==> src/rtl/core/crs_pkg.sv <==
// Package for the clip rectangle stack: rectangle types, request codes and
// the span intersection function. No dependencies.
package crs_pkg;

  localparam int CoordW = 16;
  localparam int ExtW   = 15;

  typedef logic [1:0] req_t;

  localparam req_t ReqReset = 2'd0;
  localparam req_t ReqPush  = 2'd1;
  localparam req_t ReqPop   = 2'd2;
  localparam req_t ReqNop   = 2'd3;

  typedef struct packed {
    logic signed [CoordW-1:0] org;
    logic        [ExtW-1:0]   ext;
  } span_t;

  typedef struct packed {
    logic signed [CoordW-1:0] x;
    logic signed [CoordW-1:0] y;
    logic        [ExtW-1:0]   w;
    logic        [ExtW-1:0]   h;
  } rect_t;

  localparam int RectW = $bits(rect_t);

  // Overlap of two spans: larger origin, smaller far edge, empty clamps to zero.
  function automatic span_t span_meet(input logic signed [CoordW-1:0] a0,
                                      input logic        [ExtW-1:0]   ae,
                                      input logic signed [CoordW-1:0] b0,
                                      input logic        [ExtW-1:0]   be);
    logic signed [CoordW:0] lo;
    logic signed [CoordW:0] af;
    logic signed [CoordW:0] bf;
    logic signed [CoordW:0] hi;
    logic signed [CoordW:0] diff;
    span_t                  res;
    lo   = (a0 > b0) ? {a0[CoordW-1], a0} : {b0[CoordW-1], b0};
    af   = {a0[CoordW-1], a0} + $signed({2'b00, ae});
    bf   = {b0[CoordW-1], b0} + $signed({2'b00, be});
    hi   = (af < bf) ? af : bf;
    diff = hi - lo;
    res.org = lo[CoordW-1:0];
    res.ext = (hi > lo) ? diff[ExtW-1:0] : '0;
    return res;
  endfunction

endpackage

==> src/rtl/core/crs_ram.sv <==
// Generic single-write, single-read RAM with a registered read port.
// No dependencies.
module crs_ram #(
  parameter int Width = 8,
  parameter int Depth = 16
) (
  input  logic                     clk_i,
  input  logic                     we_i,
  input  logic [$clog2(Depth)-1:0] waddr_i,
  input  logic [Width-1:0]         wdata_i,
  input  logic [$clog2(Depth)-1:0] raddr_i,
  output logic [Width-1:0]         rdata_o
);

  logic [Width-1:0] mem_q [Depth];

  always_ff @(posedge clk_i) begin
    if (we_i) begin
      mem_q[waddr_i] <= wdata_i;
    end
    rdata_o <= mem_q[raddr_i];
  end

endmodule

==> src/rtl/core/clip_rect_stack_top.sv <==
// Clip rectangle stack: top entry in registers, lower entries in crs_ram.
// Depends on crs_pkg and crs_ram.
// The done strobe follows start in the next cycle; one request per cycle, busy stays low.
// The top entry and the entry below it sit in registers, so each request
// needs only one short min/max intersect; the RAM read is addressed from the next level.
// Reset clears the level, the top entry and the area registers to zero.
module clip_rect_stack_top #(
  parameter int STACK_DEPTH = 16
) (
  input  logic        clk_i,
  input  logic        rst_ni,
  input  logic        start_i,
  output logic        busy_o,
  input  logic [1:0]  req_type_i,
  input  logic [15:0] rect_x_i,
  input  logic [15:0] rect_y_i,
  input  logic [14:0] rect_w_i,
  input  logic [14:0] rect_h_i,
  input  logic        cfg_we_i,
  input  logic [1:0]  cfg_idx_i,
  input  logic [15:0] cfg_wdata_i,
  output logic        done_o,
  output logic [15:0] clip_x_o,
  output logic [15:0] clip_y_o,
  output logic [14:0] clip_w_o,
  output logic [14:0] clip_h_o,
  output logic        dropped_o
);

  localparam int LvlW = $clog2(STACK_DEPTH);
  localparam logic [LvlW-1:0] LvlMax = LvlW'(STACK_DEPTH - 1);

  localparam logic [1:0] CfgAreaX = 2'd0;
  localparam logic [1:0] CfgAreaY = 2'd1;
  localparam logic [1:0] CfgAreaW = 2'd2;
  localparam logic [1:0] CfgAreaH = 2'd3;

  crs_pkg::rect_t  area_q;
  crs_pkg::rect_t  top_q, top_d;
  crs_pkg::rect_t  below_q, below_d, below;
  crs_pkg::rect_t  push_rect;
  crs_pkg::rect_t  ram_rdata;
  crs_pkg::span_t  span_x, span_y;
  logic [LvlW-1:0] level_q, level_d;
  logic [LvlW-1:0] raddr;
  logic            from_mem_q, from_mem_d;
  logic            done_q, dropped_q, dropped_d;
  logic            push_ok;

  assign busy_o = 1'b0;

  always_ff @(posedge clk_i or negedge rst_ni) begin
    if (!rst_ni) begin
      area_q <= '0;
    end else if (cfg_we_i) begin
      unique case (cfg_idx_i)
        CfgAreaX: area_q.x <= cfg_wdata_i;
        CfgAreaY: area_q.y <= cfg_wdata_i;
        CfgAreaW: area_q.w <= cfg_wdata_i[14:0];
        CfgAreaH: area_q.h <= cfg_wdata_i[14:0];
        default:  area_q   <= area_q;
      endcase
    end
  end

  assign below = from_mem_q ? ram_rdata : below_q;

  assign span_x = crs_pkg::span_meet(rect_x_i, rect_w_i, top_q.x, top_q.w);
  assign span_y = crs_pkg::span_meet(rect_y_i, rect_h_i, top_q.y, top_q.h);

  always_comb begin
    push_rect   = top_q;
    push_rect.x = span_x.org;
    push_rect.w = span_x.ext;
    push_rect.y = span_y.org;
    push_rect.h = span_y.ext;
  end

  always_comb begin
    top_d      = top_q;
    level_d    = level_q;
    below_d    = below;
    from_mem_d = 1'b0;
    dropped_d  = 1'b0;
    push_ok    = 1'b0;
    if (start_i) begin
      unique case (req_type_i)
        crs_pkg::ReqReset: begin
          top_d   = area_q;
          level_d = '0;
        end
        crs_pkg::ReqPush: begin
          if (level_q < LvlMax) begin
            push_ok = 1'b1;
            top_d   = push_rect;
            below_d = top_q;
            level_d = level_q + 1'b1;
          end else begin
            dropped_d = 1'b1;
          end
        end
        crs_pkg::ReqPop: begin
          if (level_q != '0) begin
            top_d      = below;
            level_d    = level_q - 1'b1;
            from_mem_d = 1'b1;
          end else begin
            dropped_d = 1'b1;
          end
        end
        crs_pkg::ReqNop: begin
          top_d = top_q;
        end
        default: begin
          top_d = top_q;
        end
      endcase
    end
  end

  // The RAM always reads the entry below the next top level.
  assign raddr = level_d - 1'b1;

  crs_ram #(
    .Width (crs_pkg::RectW),
    .Depth (STACK_DEPTH)
  ) u_stack_ram (
    .clk_i   (clk_i),
    .we_i    (push_ok),
    .waddr_i (level_q),
    .wdata_i (top_q),
    .raddr_i (raddr),
    .rdata_o (ram_rdata)
  );

  always_ff @(posedge clk_i or negedge rst_ni) begin
    if (!rst_ni) begin
      top_q      <= '0;
      level_q    <= '0;
      from_mem_q <= 1'b0;
      done_q     <= 1'b0;
      dropped_q  <= 1'b0;
    end else begin
      top_q      <= top_d;
      level_q    <= level_d;
      from_mem_q <= from_mem_d;
      done_q     <= start_i;
      dropped_q  <= dropped_d;
    end
  end

  always_ff @(posedge clk_i) begin
    below_q <= below_d;
  end

  assign done_o    = done_q;
  assign clip_x_o  = top_q.x;
  assign clip_y_o  = top_q.y;
  assign clip_w_o  = top_q.w;
  assign clip_h_o  = top_q.h;
  assign dropped_o = dropped_q;

endmodule
==> config.mk <==
export PLATFORM = sky130hd
export DESIGN_NAME = clip_rect_stack_top
export DESIGN_NICKNAME = d
export VERILOG_FILES = /design/src/rtl/core/crs_pkg.sv /design/src/rtl/core/crs_ram.sv /design/src/rtl/core/clip_rect_stack_top.sv
export SDC_FILE = /design/constraint.sdc
export NUM_CORES = 2
export LEC_CHECK = 0
export BUFFER_PORTS_ARGS = -buffer_cell sky130_fd_sc_hd__buf_4
export CORE_MARGIN = 1.5
export CORE_UTILIZATION = 55
export DETAILED_ROUTE_END_ITERATION = 8
export GPL_TIMING_DRIVEN = 0
export HOLD_SLACK_MARGIN = 0.05
export PLACE_DENSITY = 0.79
export SYNTH_ARGS = -nofsm -noshare
export SYNTH_HDL_FRONTEND = slang
export SYNTH_SLANG_ARGS = --single-unit
export TNS_END_PERCENT = 1
==> constraint.sdc <==
create_clock -name clk_i -period 12.5 [get_ports clk_i]
set_input_delay 0.625 -clock clk_i [delete_from_list [all_inputs] [get_ports clk_i]]
set_output_delay 0.625 -clock clk_i [all_outputs]
set_load 0.01 [all_outputs]
==> impl_results.md <==
- Status: finished with violations
- Failing checks: capacitance limit, slew limit
- Kind of cell adding the most delay to the critical path: compound AO/OA/AOI/OAI gates
- Nets: 3,867
- Initial antenna violation count: 10
- CTS tree: yes
- Gate power share: 41.8%
- Vias in the first global route: 32,000
- Share of layout cells above drive strength 1: 23.3%
- Number of flops mapped to enable cells by yosys: roughly 990
- Final Power: 16.8 mW
- Iter 0 DRT Violations: 4,267
- Largest net degree at the start of global routing: 76
- Initial Util: 55.8%
- Via count: 32,500
- Slowest cell on crit path: dfrtp_1
- Die Height: 317 microns
- All-layer global routing usage: a little under a third
- Hold path depth: 1
- DR pass1 iterations: 5
- Critical path class: reg2reg
- Ys flop type: edfxtp_1
- Buffers & Inverters on Critical Path: 3
- Largest stage delay, worst path: ~0.73 ns
- Net switching power figure: 6.26 mW
- Post-DRT Antenna Nets: 0
- Setup violators final: 0
- CTS H-tree lvls: 3
- Clock Path Buffers: 3
- Post-synth top area share: around 55%
- Asr flop ratio synth: 10.5%
- Slew at the pin closest to its max-slew limit: 1.57 ns
- Most common cell after layout, fill and taps aside: edfxtp_1
- Port bufs: 149
- Switching portion of total power: 37.3%
- CTS Root Cell: clkbuf_16
- Post-cts resize count: 0
- Most frequent cells in the layout: edfxtp_1 (992), mux4_2 (310), a21oi_1 (187)
- Clock Sinks: 1,247
- Global-route wire length before repair: about 220 mm
- CP required: between 10 and 15 ns
- GPL Wtd Cong: slightly below 1
- Crit end category: flop
- Int Pwr: 10.5 mW
- CTS Buf Count: ~120
- Setup_tns: 0 ns
- Drt total wl: 152 mm
- Post-synthesis area per instance: 16.6 sq um
- Top-Level Pins: 151
- Die width: approximately 320 microns
- Nature of the critical path startpoint: flop
- Flop pwr share: a little over a third
- Worst Hold Class: in2reg
- LEAKAGE: 22.0 nW
- Clock power frac: 22.0%
- Final hold vios: 0
- Clock transition at path regs: roughly 0.060 ns
- Worst Clk Skew: between 0.04 and 0.05 ns
- Ranking of synthesized cells by area: edfxtp_1 (55%), mux4_2 (13%), dfrtp_1 (6.0%), dfxtp_1 (4.6%), ha_1 (3.8%)
- Minimum clock period after layout: 8.66 ns
- Final HPWL DP: 97.0 mm
- Critical Path AT: 9.28 ns
- Cell count after synthesis: between 3,000 and 4,000
- Mapped cell area: 54,200 sq um
- Max FO, Critical Path: 23
- Routed WL per cell: 30.4 microns
- Synthesis Warnings: 0
- CORE AREA: 97,100 sq um
- Post-route clock period utilization: between 60% and 70%
- Row cnt: 114
- Unrepaired setup endpoints after global routing: false
- Max-slew violations: 11
- Worst r2r path cells: 29
- #FFs+latches synth: about 1,200
- Pwr per Cell Area: between 200 and 300 nW/um^2
- Worst-case vdd ir drop: 0.000221 V
- Non-filler cells in the finished layout: 4,996
- # Max-Cap Violations: 1
- Vias per cell: 6.51
- Full die area: 100,000 sq um
- F_max: 116 MHz
- DP Cell Count: around 4,800
- Area added between synthesis and finish: 13.9%
- Post-CTS Setup Repair Bufs: 0
- Max-slew headroom: -4.50%
- WP depth: 29
- DRC viols: 0
- GR Overflow Total: 0
- Yosys top cell by area: edfxtp_1
- Synth cell types: 91
- Clk Latency, worst-skew pair: 0.73 ns
- Post-synthesis sequential area ratio: 65.6%
==> cells by family (layout without fill, tap and decap cells) <==
family	after synthesis	count (layout)	share of synthesized area (%)
AO/OA/AOI/OAI	471	471	5.43
XOR/XNOR	82	82	1.34
adder cells (fa/ha/maj)	172	172	4.05
buffers and inverters	252	647	1.95
flip-flops	1247	1247	65.6
multiplexers	532	532	17.2
other	1	65	0.00692
AND/OR/NAND/NOR	504	504	4.38
==> through the flow <==
step	utilization [%]	hold slack (ns)	area [sq um]	setup slack [ns]
CTS	63.5	0.0764	61700	4.15
finish	63.5	0.105	61700	3.84
global placement	58.8	0.482	57100	4.33
global route	63.5	0.0940	61700	3.50
detailed placement	59.4	0.489	57700	4.23
floorplan	-	0.329	54400	5.87
==> repair_timing <==
action                     in CTS  in global routing
hold buffers                    1                  0
hold endpoints to repair       56                  0
setup endpoints to repair       0                  0
==> sequential cells by signal (all words and copies together), names as in the netlist, 4 cells and up <==
signal and flops:
clip_w_o 15, u_stack_ram.rdata_o 62, level_q 4, area_q 62, clip_h_o 15, clip_y_o 16, below_q 62, clip_x_o 16
u_stack_ram.mem_q 992
==> synth_stat cells, drive strengths merged, types with 3 or more instances <==
cell type    n
edfxtp     992
mux4       310
a21oi      191
nor2       167
ha         164
nand2      136
dfrtp      131
dfxtp      124
mux2i      115
o21ai      111
mux2       107
inv        102
clkbuf      92
buf         58
xnor2       58
nor3        48
or3         41
a21o        39
xor2        24
a211oi      23
o21a        21
nand3       17
nor2b       17
nand4       16
nand2b      15
o21bai      14
and3        13
and2        12
o211ai      12
a31oi       11
and4         7
fa           6
a2111oi      5
nand3b       5
a31o         4
a311oi       3
a41oi        3
o2111ai      3
o221ai       3
o22ai        3
o31ai        3
==> final cells by class <==
cell class	count	area, sq um
antenna	2	5.00
multi-input combinational	1824	17900
inverter	102	383
timing repair buffer	167	1590
clock buffer	169	3400
sequential	1247	35500
tap	1276	1600
fill	6625	35400
buffer	150	674
clock inverter	59	651
==> power groups by stage <==
stage	Sequential, mW	Combinational, mW	Clock (mW)
CTS	6.08	6.92	3.71
global placement	6.12	6.70	0
detailed placement	6.16	6.83	0
global route	6.14	7.50	3.87
finish	6.10	7.02	3.69
floorplan	5.81	4.82	0
==> routing by layer <==
metal | GRT usage [%] | part of all wire, % | vias to the layer above
li1 | - | - | 13500
met1 | 43.8 | 39 | 16600
met2 | 46.6 | 45 | 2129
met3 | 6.95 | 12 | 336
met4 | 11.0 | 3.9 | 14
met5 | 0 | 0.057 | -
==> worst paths after layout <==
check / startpoint / to / slack [ns]
min in group asynchronous: rst_ni / done_o / 0.43
setup / recovery: clip_x_o[0] / clip_w_o[4] / 3.84
setup reg to reg: clip_x_o[0] / clip_w_o[4] / 3.84
max in group asynchronous: rst_ni / clip_h_o[4] / 11.21
hold / removal: start_i / done_o / 0.11
hold reg to reg: area_q[15] / area_q[15] / 0.50
(Power assumes the default switching activity.)
